<file path="config.mk">
export PLATFORM = sky130hd
export DESIGN_NAME = utf8_strict_validator
export DESIGN_NICKNAME = d
export VERILOG_FILES = /design/src/hdl/u8v_pkg.sv /design/src/hdl/u8v_front.sv /design/src/hdl/u8v_queue.sv /design/src/hdl/u8v_back.sv /design/src/hdl/utf8_strict_validator.sv
export SDC_FILE = /design/constraint.sdc
export NUM_CORES = 1
export LEC_CHECK = 0
export ABC_AREA = 1
export BUFFER_PORTS_ARGS = -buffer_cell sky130_fd_sc_hd__buf_4
export CORE_UTILIZATION = 65
export DETAILED_ROUTE_END_ITERATION = 12
export PLACE_DENSITY = 0.87
export SETUP_SLACK_MARGIN = 0.5
export SLEW_MARGIN = 20
export SYNTH_ARGS = -nofsm -noshare
export SYNTH_HDL_FRONTEND = slang
export SYNTH_SLANG_ARGS = --single-unit
</file>
<file path="constraint.sdc">
create_clock -name clk -period 6.3 [get_ports clk]
set_clock_uncertainty 0.2 [all_clocks]
set_input_delay 0.63 -clock clk [delete_from_list [all_inputs] [get_ports clk]]
set_output_delay 0.63 -clock clk [all_outputs]
set_load 0.05 [all_outputs]
</file>
<file path="src/hdl/u8v_pkg.sv">
// Shared types and constants for the strict UTF-8 validator.
// Used by the front classifier, the item queue and the back sequencer.
package u8v_pkg;

    // Byte classes produced by the front classifier.
    localparam logic [2:0] KIND_ASCII = 3'd0;
    localparam logic [2:0] KIND_LEAD2 = 3'd1;
    localparam logic [2:0] KIND_LEAD3 = 3'd2;
    localparam logic [2:0] KIND_LEAD4 = 3'd3;
    localparam logic [2:0] KIND_CONT  = 3'd4;
    localparam logic [2:0] KIND_BAD   = 3'd5;

    localparam int QUEUE_DEPTH = 4;
    localparam int QUEUE_PTR_W = $clog2(QUEUE_DEPTH);
    localparam int QUEUE_CNT_W = $clog2(QUEUE_DEPTH + 1);

    localparam logic [20:0] MIN_SCALAR_2 = 21'h000080;
    localparam logic [20:0] MIN_SCALAR_3 = 21'h000800;
    localparam logic [20:0] MIN_SCALAR_4 = 21'h010000;
    localparam logic [20:0] MAX_SCALAR   = 21'h10FFFF;
    localparam logic [20:0] SURR_LOW     = 21'h00D800;
    localparam logic [20:0] SURR_HIGH    = 21'h00DFFF;

    // One classified item as it travels from the front to the back.
    typedef struct packed {
        logic       has_byte;
        logic       end_of_string;
        logic [2:0] kind;
        logic [5:0] bits;
    } u8v_item_t;

endpackage

</file>
<file path="src/hdl/u8v_front.sv">
// Front classifier: decodes one input byte into a byte class and payload bits.
// Depends on u8v_pkg.
module u8v_front
    import u8v_pkg::*;
(
    input  logic [7:0] data_byte,
    input  logic       has_byte,
    input  logic       end_of_string,
    output u8v_item_t  item
);

    always_comb
    begin
        item.has_byte      = has_byte;
        item.end_of_string = end_of_string;
        item.kind          = KIND_BAD;
        item.bits          = 6'd0;
        priority if (data_byte[7] == 1'b0)
        begin
            item.kind = KIND_ASCII;
        end
        else if (data_byte[7:6] == 2'b10)
        begin
            item.kind = KIND_CONT;
            item.bits = data_byte[5:0];
        end
        else if (data_byte[7:5] == 3'b110)
        begin
            // A two-byte lead with no payload bits (0xC0) can never be valid.
            item.kind = (data_byte[4:0] == 5'd0) ? KIND_BAD : KIND_LEAD2;
            item.bits = {1'b0, data_byte[4:0]};
        end
        else if (data_byte[7:4] == 4'b1110)
        begin
            item.kind = KIND_LEAD3;
            item.bits = {2'b00, data_byte[3:0]};
        end
        else if (data_byte[7:3] == 5'b11110)
        begin
            item.kind = KIND_LEAD4;
            item.bits = {3'b000, data_byte[2:0]};
        end
        else
        begin
            item.kind = KIND_BAD;
        end
    end

endmodule

</file>
<file path="src/hdl/u8v_queue.sv">
// Short queue of classified items between the front and the back.
// Depends on u8v_pkg.
module u8v_queue
    import u8v_pkg::*;
(
    input  logic      clk,
    input  logic      rst_n,
    input  logic      push,
    input  u8v_item_t push_item,
    output logic      full,
    input  logic      pop,
    output logic      not_empty,
    output u8v_item_t pop_item
);

    u8v_item_t                slot_reg [QUEUE_DEPTH];
    logic [QUEUE_PTR_W-1:0]   wr_ptr_reg, wr_ptr_next;
    logic [QUEUE_PTR_W-1:0]   rd_ptr_reg, rd_ptr_next;
    logic [QUEUE_CNT_W-1:0]   count_reg, count_next;

    assign full      = (count_reg == QUEUE_CNT_W'(QUEUE_DEPTH));
    assign not_empty = (count_reg != '0);
    assign pop_item  = slot_reg[rd_ptr_reg];

    always_comb
    begin
        wr_ptr_next = push ? wr_ptr_reg + 1'b1 : wr_ptr_reg;
        rd_ptr_next = pop ? rd_ptr_reg + 1'b1 : rd_ptr_reg;
        count_next  = count_reg;
        if (push && !pop)
        begin
            count_next = count_reg + 1'b1;
        end
        else if (pop && !push)
        begin
            count_next = count_reg - 1'b1;
        end
    end

    always_ff @(posedge clk or negedge rst_n)
    begin
        if (!rst_n)
        begin
            wr_ptr_reg <= '0;
            rd_ptr_reg <= '0;
            count_reg  <= '0;
        end
        else
        begin
            wr_ptr_reg <= wr_ptr_next;
            rd_ptr_reg <= rd_ptr_next;
            count_reg  <= count_next;
        end
    end

    always_ff @(posedge clk)
    begin
        if (push)
        begin
            slot_reg[wr_ptr_reg] <= push_item;
        end
    end

endmodule

</file>
<file path="src/hdl/u8v_back.sv">
// Back sequencer: tracks the open multi-byte sequence, latches faults and
// holds the verdict in an output register. Depends on u8v_pkg.
module u8v_back
    import u8v_pkg::*;
(
    input  logic      clk,
    input  logic      rst_n,
    input  logic      item_valid,
    input  u8v_item_t item,
    output logic      item_take,
    output logic      out_valid,
    input  logic      out_ready,
    output logic      is_valid
);

    logic [1:0]  pending_reg, pending_next;
    logic [20:0] scalar_reg, scalar_next;
    logic [2:0]  length_reg, length_next;
    logic        failed_reg, failed_next;
    logic        out_valid_reg, out_valid_next;
    logic        is_valid_reg, is_valid_next;

    logic [20:0] joined;
    logic [1:0]  pending_dec;
    logic        range_bad;

    // An item that ends the string needs the output register free.
    assign item_take = item_valid
                     && !(item.end_of_string && out_valid_reg && !out_ready);
    assign out_valid = out_valid_reg;
    assign is_valid  = is_valid_reg;

    assign joined      = {scalar_reg[14:0], item.bits};
    assign pending_dec = pending_reg - 2'd1;
    assign range_bad   = ((length_reg == 3'd2) && (joined < MIN_SCALAR_2))
                      || ((length_reg == 3'd3) && (joined < MIN_SCALAR_3))
                      || ((length_reg == 3'd4) && (joined < MIN_SCALAR_4))
                      || (joined > MAX_SCALAR)
                      || ((joined >= SURR_LOW) && (joined <= SURR_HIGH));

    always_comb
    begin
        pending_next   = pending_reg;
        scalar_next    = scalar_reg;
        length_next    = length_reg;
        failed_next    = failed_reg;
        out_valid_next = out_valid_reg && !out_ready;
        is_valid_next  = is_valid_reg;

        if (item_take)
        begin
            if (item.has_byte && !failed_reg)
            begin
                if (pending_reg == 2'd0)
                begin
                    unique case (item.kind)
                        KIND_ASCII:
                        begin
                        end
                        KIND_LEAD2:
                        begin
                            scalar_next  = {15'd0, item.bits};
                            pending_next = 2'd1;
                            length_next  = 3'd2;
                        end
                        KIND_LEAD3:
                        begin
                            scalar_next  = {15'd0, item.bits};
                            pending_next = 2'd2;
                            length_next  = 3'd3;
                        end
                        KIND_LEAD4:
                        begin
                            scalar_next  = {15'd0, item.bits};
                            pending_next = 2'd3;
                            length_next  = 3'd4;
                        end
                        default:
                        begin
                            failed_next = 1'b1;
                        end
                    endcase
                end
                else if (item.kind != KIND_CONT)
                begin
                    failed_next = 1'b1;
                end
                else if (pending_dec != 2'd0)
                begin
                    scalar_next  = joined;
                    pending_next = pending_dec;
                end
                else
                begin
                    // Sequence complete: check for overlong, surrogate and range.
                    failed_next = range_bad;
                    scalar_next  = 21'd0;
                    pending_next = 2'd0;
                    length_next  = 3'd0;
                end

                if (failed_next)
                begin
                    scalar_next  = 21'd0;
                    pending_next = 2'd0;
                    length_next  = 3'd0;
                end
            end

            if (item.end_of_string)
            begin
                out_valid_next = 1'b1;
                is_valid_next  = !failed_next && (pending_next == 2'd0);
                pending_next   = 2'd0;
                scalar_next    = 21'd0;
                length_next    = 3'd0;
                failed_next    = 1'b0;
            end
        end
    end

    always_ff @(posedge clk or negedge rst_n)
    begin
        if (!rst_n)
        begin
            pending_reg   <= 2'd0;
            scalar_reg    <= 21'd0;
            length_reg    <= 3'd0;
            failed_reg    <= 1'b0;
            out_valid_reg <= 1'b0;
        end
        else
        begin
            pending_reg   <= pending_next;
            scalar_reg    <= scalar_next;
            length_reg    <= length_next;
            failed_reg    <= failed_next;
            out_valid_reg <= out_valid_next;
        end
    end

    always_ff @(posedge clk)
    begin
        is_valid_reg <= is_valid_next;
    end

endmodule

</file>
<file path="src/hdl/utf8_strict_validator.sv">
// Strict UTF-8 validator. Bytes of a string arrive one per input item; the item
// with end_of_string high yields one verdict (is_valid) for the whole string,
// and an item without a byte may end an empty string, which is valid. The block
// sustains one item per clock: a classifier feeds a four-entry queue, and the
// back sequencer retires one item per cycle, stalling only when a verdict meets
// a full output register. The verdict is loaded into that output register when
// the back sequencer takes the item that ends the string from the queue.
module utf8_strict_validator
    import u8v_pkg::*;
(
    input  logic       clk,
    input  logic       rst_n,
    input  logic       in_valid,
    output logic       in_ready,
    input  logic [7:0] data_byte,
    input  logic       has_byte,
    input  logic       end_of_string,
    output logic       out_valid,
    input  logic       out_ready,
    output logic       is_valid
);

    u8v_item_t front_item;
    u8v_item_t head_item;
    logic      queue_full;
    logic      queue_not_empty;
    logic      back_take;

    assign in_ready = !queue_full;

    u8v_front u_front (
        .data_byte     (data_byte),
        .has_byte      (has_byte),
        .end_of_string (end_of_string),
        .item          (front_item)
    );

    u8v_queue u_queue (
        .clk       (clk),
        .rst_n     (rst_n),
        .push      (in_valid && !queue_full),
        .push_item (front_item),
        .full      (queue_full),
        .pop       (back_take),
        .not_empty (queue_not_empty),
        .pop_item  (head_item)
    );

    u8v_back u_back (
        .clk        (clk),
        .rst_n      (rst_n),
        .item_valid (queue_not_empty),
        .item       (head_item),
        .item_take  (back_take),
        .out_valid  (out_valid),
        .out_ready  (out_ready),
        .is_valid   (is_valid)
    );

endmodule

</file>
==> metrics.txt, run 1 <==
crit path time final 3.13 ns; worst-margin pin slew 1.03 ns; Worst-path clk slew 0.08 ns; crit share post-route 49.7%; Post-Syn Area 3670 um2; Worst setup SP type flop; Relative slew margins 31.3%; Die Area 5960 um2; vias 2597; hold_ws -0.000352 ns; CTS Buf Count 9; row cnt 27; Final GP Congestion 0.853; Yosys cell types 35; type of the most critical hold path in2async; Die X 77.2 um; status finished with violations; Pre-antenna DRT Iters 5; Area growth, synth to finish 8.00%; syn avg cell area 9.62 um2; FF/Latch Area 2080 um2; syn nets 404; Post-synth EDFFs 45; fin. max-slew vios 0; Via density 5.47; placed cell count 459; initial antenna violation count 0; wire length of the first global-routing pass 11100 um; Detail Route Antenna Nets 0; R2R depth 11; fill cell count 412; layout cell share with drive strength beyond 1 14.6%; ANT cells 0; Max Clk Rate 319 MHz; htree depth 3; crit-path max FO 25; power consumption 1.86 mW; register area share after synthesis 56.5%; multi-input logic area 1330 um2; DRC 0; Num Clock Sinks 74; data arrival time of the worst path 3.17 ns; RSZ-0062 raised after global routing no; TritonCTS clock tree yes; Die Y 77.2 um; CTS root buf clkbuf_8; LEAKAGE 1.80 nW; failing checks hold timing; Synth Register Bits 74; count of non-filler cells in the finished layout 475; Critical Path End Type flop; GRT overflow 0; dominant synthesized flop cell edfxtp_1; VDD IR max 0.263 mV; largest net degree at the start of global routing 30; Post-Syn Instances 382; Pwr Density 469 nW/um2; total negative slack 0 ns; r2r setup slk 3.17 ns; First DRT Iteration DRCs 206; hold_buf cts 0; WL final 6620 um; r2r endpoint u_queue.count_reg[1]; Setup violations, final 0; clk_lat worst skew 0.34 ns; clk buf depth 2; Final nets 420; critical setup path kind reg2reg; IO buf count 16; HPWL after DPL 4880 um; Final Hold Vio Count 1; Yosys warnings 0; vias in the first global route 2538; GR Util All Layers 24.5%; post-cts repair resize count 0; initial core utilization 67.1%; asr flop ratio synth 39.2%; reg2reg start u_queue.rd_ptr_reg[0]; WP data required 6.33 ns; core box area 5470 um2; max reg flops 44; # Max-Cap Violations 0; post-CTS setup buffer count 0; Ports 17; Routed WL per cell 13.9 um
-- layout make-up --
cell class,count,area share [%]
sequential,74,52.3
multi-input combinational,252,33.6
inverter,45,4.45
clock buffer,11,3.56
timing repair buffer,16,3.03
tap,72,2.27
clock inverter,5,0.788
-- through the flow --
step	area (um2)	hold slack (ns)	util [%]	setup WS [ns]
CTS	3970	0.000368	72.5	3.18
global placement	3800	0.263	69.4	3.31
finish	3970	-0.000352	72.5	3.17
detailed placement	3800	0.266	69.4	3.20
global route	3970	0.0162	72.5	2.92
floorplan	3670	0.134	-	3.84
-- worst max path at each step --
| stage | end | slack (ns) | start | depth (start not counted) |
|---|---|---|---|---|
| global placement | u_queue.count_reg[1] | 3.31 | u_queue.rd_ptr_reg[0] | 11 |
| detailed placement | u_queue.count_reg[1] | 3.20 | u_queue.rd_ptr_reg[0] | 11 |
| floorplan | u_queue.count_reg[2] | 3.84 | u_queue.count_reg[0] | 10 |
| CTS | u_queue.count_reg[1] | 3.18 | u_queue.rd_ptr_reg[0] | 11 |
| global route | u_queue.count_reg[1] | 2.92 | u_queue.rd_ptr_reg[0] | 11 |
| finish | u_queue.count_reg[1] | 3.17 | u_queue.rd_ptr_reg[0] | 11 |
-- where the power goes --
group | internal, mW | switching, mW
combinational | 0.263 | 0.554
clock | 0.152 | 0.166
sequential | 0.637 | 0.0891
-- cell usage after synthesis, types with 3 or more instances --
cell / count / area (um2)
a21oi_1: 19 / 95.1
a221oi_1: 6 / 52.6
buf_6: 5 / 56.3
dfrtp_1: 29 / 726
edfxtp_1: 45 / 1350
ha_1: 7 / 87.6
inv_1: 40 / 150
inv_4: 3 / 18.8
nand2_1: 109 / 409
nand2_2: 6 / 37.5
nand2_4: 4 / 45.0
nand3_1: 23 / 115
nand3_2: 5 / 50.1
nand4_1: 6 / 37.5
nor2_1: 30 / 113
nor3_1: 7 / 35.0
o21ai_0: 8 / 40.0
o21ai_1: 4 / 20.0
xor2_1: 3 / 26.3
-- kinds of logic (layout without fill, tap and decap cells) --
| family | after synthesis | count (layout) | synth area share [%] |
|---|---|---|---|
| xor gates and xnor gates | 5 | 5 | 1.19 |
| buffers and inverters | 56 | 77 | 7.22 |
| and+or+nand+nor | 197 | 197 | 24.7 |
| adders and majority gates | 8 | 8 | 2.93 |
| AOI/OAI and AO/OA | 41 | 41 | 7.12 |
| muxes | 1 | 1 | 0.306 |
| DFF | 74 | 74 | 56.5 |
-- cell usage in the layout, fill, tap and decap left out, drive strengths merged --
master    synthesis  layout
nor2             32      32
nand4             6       6
mux2              1       1
clkbuf            2      11
nand2           119     119
buf               9      16
a21oi            20      20
inv              45      45
nand3            29      29
dfrtp            29      29
or2               2       2
o311ai            1       1
a31oi             1       1
o31ai             1       1
xnor2             2       2
nand3b            1       1
clkinv            0       4
nor4              1       1
a221oi            6       6
xor2              3       3
nor3              7       7
clkinvlp          0       1
edfxtp           45      45
fa                1       1
ha                7       7
o21ai            12      12
-- critical path, stage by stage (launching register included) --
cell     delay, ns
dfrtp_1       0.84
inv_4         0.22
nand2_1       0.11
nand3_1       0.09
nand2_2       0.14
inv_2         0.09
a31oi_4       0.28
inv_1         0.08
ha_1          0.20
inv_1         0.10
fa_1          0.40
mux2_2        0.26
-- layer usage --
| metal | GRT usage (%) | wire, um | vias to the layer above |
|---|---|---|---|
| li1 | - | - | 1293 |
| met1 | 30.8 | 2950 | 1227 |
| met2 | 39.8 | 3270 | 67 |
| met3 | 4.52 | 288 | 10 |
| met4 | 13.6 | 115 | 0 |
| met5 | 0 | 0 | - |
No activity file was read; power rests on OpenSTA's default activity.
==> run 2, diff against run 1 <==
--- a/config.mk
+++ b/config.mk
@@ -7,9 +7,9 @@
 export LEC_CHECK = 0
 export ABC_AREA = 1
 export BUFFER_PORTS_ARGS = -buffer_cell sky130_fd_sc_hd__buf_4
-export CORE_UTILIZATION = 65
+export CORE_UTILIZATION = 55
 export DETAILED_ROUTE_END_ITERATION = 12
-export PLACE_DENSITY = 0.87
+export PLACE_DENSITY = 0.78
 export SETUP_SLACK_MARGIN = 0.5
 export SLEW_MARGIN = 20
 export SYNTH_ARGS = -nofsm -noshare
==> constraint.sdc (replaced) <==
create_clock -name clk -period 2.8 [get_ports clk]
set_clock_uncertainty 0.2 [all_clocks]
set_input_delay 0.28 -clock clk [delete_from_list [all_inputs] [get_ports clk]]
set_output_delay 0.28 -clock clk [all_outputs]
set_load 0.05 [all_outputs]
==> run 2 against run 1 <==
Global-route usage decreased by 2.2 points. Wire length increased by 11%. Count of clock-buffer cells in the layout decreased by 2. Cell count increased by 6.9%. The run now ends clean. Sequential share of layout area decreased by 3.8 points. Worst setup slack got worse by 2.7 ns. Maximum frequency increased by 37%.
==> metrics.txt, run 2 (synthesis results as in run 1) <==
status complete, no violations; GRT overflow 0; Via density 5.32; Max Clk Rate 437 MHz; critical setup path kind reg2reg; total negative slack 0 ns; type of the most critical hold path in2reg; Num Clock Sinks 74; largest net degree at the start of global routing 30; Die Y 83.7 um; Final Hold Vio Count 0; FF/Latch Area 2080 um2; row cnt 29; wire length of the first global-routing pass 12100 um; placed cell count 473; Ports 17; commonest non-fill, non-tap cells in the layout nand2_1, edfxtp_1, inv_1; Pwr Density 1090 nW/um2; Die Area 7010 um2; Relative slew margins 67.0%; HPWL after DPL 4780 um; core box area 6390 um2; Worst setup SP type flop; layout cell share with drive strength beyond 1 24.1%; data arrival time of the worst path 2.33 ns; Area growth, synth to finish 16.6%; htree depth 3; VDD IR max 0.797 mV; Critical Path End Type flop; CTS Buf Count 9; commonest non-fill, non-tap cell in the layout nand2_1; DRC 0; LEAKAGE 1.95 nW; multi-input logic area 1400 um2; IO buf count 16; CTS root buf clkbuf_8; crit share post-route 81.6%; crit path time final 2.29 ns; Final GP Congestion 0.829; worst-margin pin slew 0.495 ns; count of non-filler cells in the finished layout 508; clk buf depth 2; First DRT Iteration DRCs 128; vias 2705; Routed WL per cell 14.4 um; TritonCTS clock tree yes; fill cell count 479; max reg flops 44; WL final 7340 um; RSZ-0062 raised after global routing yes; crit-path max FO 5; initial core utilization 57.5%; hold_ws 0.00832 ns; vias in the first global route 2586; GR Util All Layers 22.3%; Worst-path clk slew 0.09 ns; Pre-antenna DRT Iters 4; Final nets 448; Setup violations, final 0; Detail Route Antenna Nets 0; fin. max-slew vios 0; initial antenna violation count 0; clk_lat worst skew 0.35 ns; WP data required 2.84 ns; # Max-Cap Violations 0; ANT cells 0; Layout Utilization 67.1%; Die X 83.7 um
==> run 2: changes by cell type in the layout (fill, tap and decap cells not counted), moves of 3 or more <==
cell and delta:
nand3_1 -4, nand3_2 +4, dlygate4sd3_1 +3, buf_4 +20, nand2_2 +3, nand2_1 -5, buf_6 +4
==> run 2: report_power, final <==
group / switching, mW / internal (mW) / total [mW]
clock: 0.415 / 0.325 / 0.740
combinational: 1.49 / 0.885 / 2.37
sequential: 0.146 / 1.43 / 1.58
total: 2.05 / 2.64 / 4.69
==> run 2: path summary, 6_finish.rpt <==
kind / start / end / slack [ns] / depth (start not counted)
worst min register to register: u_back.scalar_reg[0] / u_back.scalar_reg[0] / 0.29 / 2
max in group asynchronous: rst_n / u_queue.rd_ptr_reg[0] / 1.92 / 2
min in group asynchronous: rst_n / u_back.pending_reg[1] / 0.19 / 2
worst max register to register: u_queue.rd_ptr_reg[0] / u_queue.count_reg[1] / 0.51 / 11
worst min-delay path: out_ready / u_back.out_valid / 0.008 / 4
worst max-delay path: u_queue.rd_ptr_reg[0] / u_queue.count_reg[1] / 0.51 / 11
==> run 2: timing repair <==
item	4_1_cts	5_1_grt
hold buffers	3	0
hold endpoints to repair	37	0
gates resized for setup	3	20
pin swaps	1	11
setup endpoints to repair	2	21
buffers inserted	7	8
cloned	1	0
==> run 2: per-layer routing <==
metal / global-route usage (%) / wire [um] / up-vias
met5: 0 / 0 / -
met4: 9.55 / 109 / 0
li1: - / - / 1349
met3: 4.25 / 256 / 11
met2: 35.6 / 3520 / 64
met1: 29.8 / 3450 / 1281
==> run 2: through the flow <==
step                total power [mW]  area [um2]  worst slack (ns)
detailed placement              3.62        3880             0.299
floorplan                       3.25        3680             0.471
CTS                             4.46        4150             0.495
global placement                3.55        3880             0.399
finish                          4.69        4290             0.514
global route                    5.03        4290             0.424
==> run 2: layout make-up <==
cell class	count	share of cell area, %
clock buffer	9	2.89
multi-input combinational	252	32.7
clock inverter	7	1.26
sequential	74	48.5
tap	77	2.25
timing repair inverter	1	0.0876
inverter	45	4.23
timing repair buffer	43	8.06
==> run 2: worst max-delay path: stages (launching register included) <==
cell and delay [ns]:
dfrtp_2 0.45, buf_6 0.14, nand2_2 0.06, nand3_2 0.06
nand2_2 0.10, inv_4 0.04, a31oi_4 0.13, inv_1 0.07
ha_2 0.18, inv_2 0.07, fa_2 0.41, mux2_2 0.27
==> run 3, diff against run 2 <==
--- a/config.mk
+++ b/config.mk
@@ -7,9 +7,9 @@
 export LEC_CHECK = 0
 export ABC_AREA = 1
 export BUFFER_PORTS_ARGS = -buffer_cell sky130_fd_sc_hd__buf_4
-export CORE_UTILIZATION = 55
+export CORE_UTILIZATION = 61
 export DETAILED_ROUTE_END_ITERATION = 12
-export PLACE_DENSITY = 0.78
+export PLACE_DENSITY = 0.82
 export SETUP_SLACK_MARGIN = 0.5
 export SLEW_MARGIN = 20
 export SYNTH_ARGS = -nofsm -noshare
==> constraint.sdc (replaced) <==
create_clock -name clk -period 2.4 [get_ports clk]
set_clock_uncertainty 0.2 [all_clocks]
set_input_delay 0.24 -clock clk [delete_from_list [all_inputs] [get_ports clk]]
set_output_delay 0.24 -clock clk [all_outputs]
set_load 0.05 [all_outputs]
==> run 3 against run 2 <==
Non-clock buffer count rose by 7. Cell area rose by 6.4%. Cell count rose by 0.79%. Critical path type unchanged.
==> metrics.txt, run 3 (synthesis results as in run 1) <==
status complete, no violations; placed cell count 470; Routed WL per cell 17.4 um; vias in the first global route 2557; DRC 0; fill cell count 306; Comb power frac 57.4%; dpl ws 0.0820 ns; Flop pwr share 29.4%; WP data required 2.46 ns; Relative slew margins 68.2%; multi-input logic area 1590 um2; Num Clock Sinks 74; crit path time final 2.28 ns; Worst setup SP type flop; GRT overflow 0; HPWL after DPL 4730 um; Critical Path Start u_queue.rd_ptr_reg[0]; CP peak stage delay 0.46 ns; Buf/Inv on CP 4; Pwr Density 1390 nW/um2; WL final 8920 um; Crit path max-delay family adder cells; ANT cells 0; Slowest-stage cell, CP dfrtp_2; switching power of the nets 2.91 mW; critical setup path kind reg2reg; wire length of the first global-routing pass 11800 um; r2r setup slk 0.12 ns; commonest non-fill, non-tap cells in the layout nand2_1, edfxtp_1, buf_4; IO buf count 16; LEAKAGE 2.04 nW; Critical Path End Type flop; design area 4560 um2; type of the most critical hold path in2reg; TritonCTS clock tree yes; FF/Latch Area 2080 um2; Ports 17; Clk network pwr share 13.2%; total negative slack 0 ns; Die Area 6340 um2; R2R depth 13; largest net degree at the start of global routing 30; reg2reg start u_queue.rd_ptr_reg[0]; GR Util All Layers 25.2%; Final GP Congestion 0.881; worst hold path cell count 3; Setup violations, final 0; min-delay src data_byte[4]; dpl cell area 3890 um2; initial core utilization 65.1%; power consumption 6.33 mW; Internal Pwr Total 3.42 mW; count of non-filler cells in the finished layout 512; initial antenna violation count 0; post-route worst setup slack 0.124 ns; Die Y 79.6 um; vias 2996; data arrival time of the worst path 2.34 ns; Hold EP u_queue.slot_reg[2][4]; Area growth, synth to finish 24.1%; Detail Route Antenna Nets 0; RSZ-0062 raised after global routing yes; clk_lat worst skew 0.36 ns; crit-path max FO 4; clk buf depth 2; critical path, cell by cell clkinv_4 > nand2_2 > nand3_2 > nand2_2 > inv_4 > a31oi_4 > inv_2 > ha_4 > inv_2 > fa_2 > a21oi_2 > o21ai_2 > xnor2_1; Final Hold Vio Count 0; switch share 46.0%; VDD IR max 0.846 mV; row cnt 27; CTS root buf clkbuf_8; CTS Buf Count 9; core box area 5640 um2; fin. max-slew vios 0; worst-margin pin slew 0.476 ns; Via density 5.85; Final nets 457; r2r endpoint u_queue.count_reg[2]; max reg flops 44; crit share post-route 94.8%; Die X 79.6 um; Pre-antenna DRT Iters 7; Worst-path clk slew 0.08 ns; htree depth 3; First DRT Iteration DRCs 300; Max Clk Rate 439 MHz; layout cell share with drive strength beyond 1 30.7%; # Max-Cap Violations 0; commonest non-fill, non-tap cell in the layout nand2_1
run 3: how the worst max path moves through the flow:
stage / end / cells after the start
after floorplan: u_queue.count_reg[1] / 11
after global placement: u_queue.count_reg[2] / 13
after detailed placement: u_queue.count_reg[2] / 13
after CTS: u_queue.count_reg[1] / 11
after global routing: u_queue.count_reg[2] / 13
final: u_queue.count_reg[2] / 13
run 3: layout make-up:
| class | count | area share, % |
|---|---|---|
| sequential | 74 | 45.6 |
| multi-input combinational | 254 | 34.9 |
| timing repair buffer | 50 | 9.52 |
| inverter | 45 | 4.25 |
| clock buffer | 10 | 2.80 |
| tap | 72 | 1.98 |
| clock inverter | 6 | 0.741 |
| timing repair inverter | 1 | 0.247 |
run 3: power groups by stage:
stage / clock network [mW] / registers (mW) / logic (mW)
after floorplan: 0 / 1.87 / 1.94
after global placement: 0 / 1.84 / 2.33
after detailed placement: 0 / 1.85 / 2.40
after CTS: 0.821 / 1.83 / 2.53
after global routing: 0.888 / 1.89 / 3.86
final: 0.835 / 1.86 / 3.63
run 3: per-stage QoR:
stage	hold WS [ns]	utilization (%)
after detailed placement	-0.0134	69.0
after CTS	0.0633	73.8
final	0.0743	80.8
after global routing	0.0594	80.8
after global placement	-0.00987	69.0
after floorplan	-0.256	-
run 3: timing repair:
| item | 4_1_cts | 5_1_grt |
|---|---|---|
| setup buffers | 4 | 14 |
| pin swaps | 9 | 15 |
| endpoints found under the setup margin | 23 | 24 |
| hold buffers | 4 | 0 |
| hold endpoints to repair | 38 | 0 |
| cloned | 0 | 4 |
| resized for setup | 11 | 59 |
run 3: worst reg2reg max path, delay by kind of cell, from the launching register on:
family,cells,cell delay (ns)
adder cells (fa/ha/maj),2,0.52
buffers and inverters,4,0.28
XOR/XNOR,1,0.22
AND/OR/NAND/NOR,3,0.22
flip-flops,1,0.46
AO/OA/AOI/OAI,3,0.29
run 3: layer usage:
| metal | track usage, % | wire [um] |
|---|---|---|
| met1 | 32.4 | 3430 |
| met2 | 42.4 | 4460 |
| met3 | 5.14 | 726 |
| met4 | 8.73 | 297 |
| met5 | 0 | 0 |
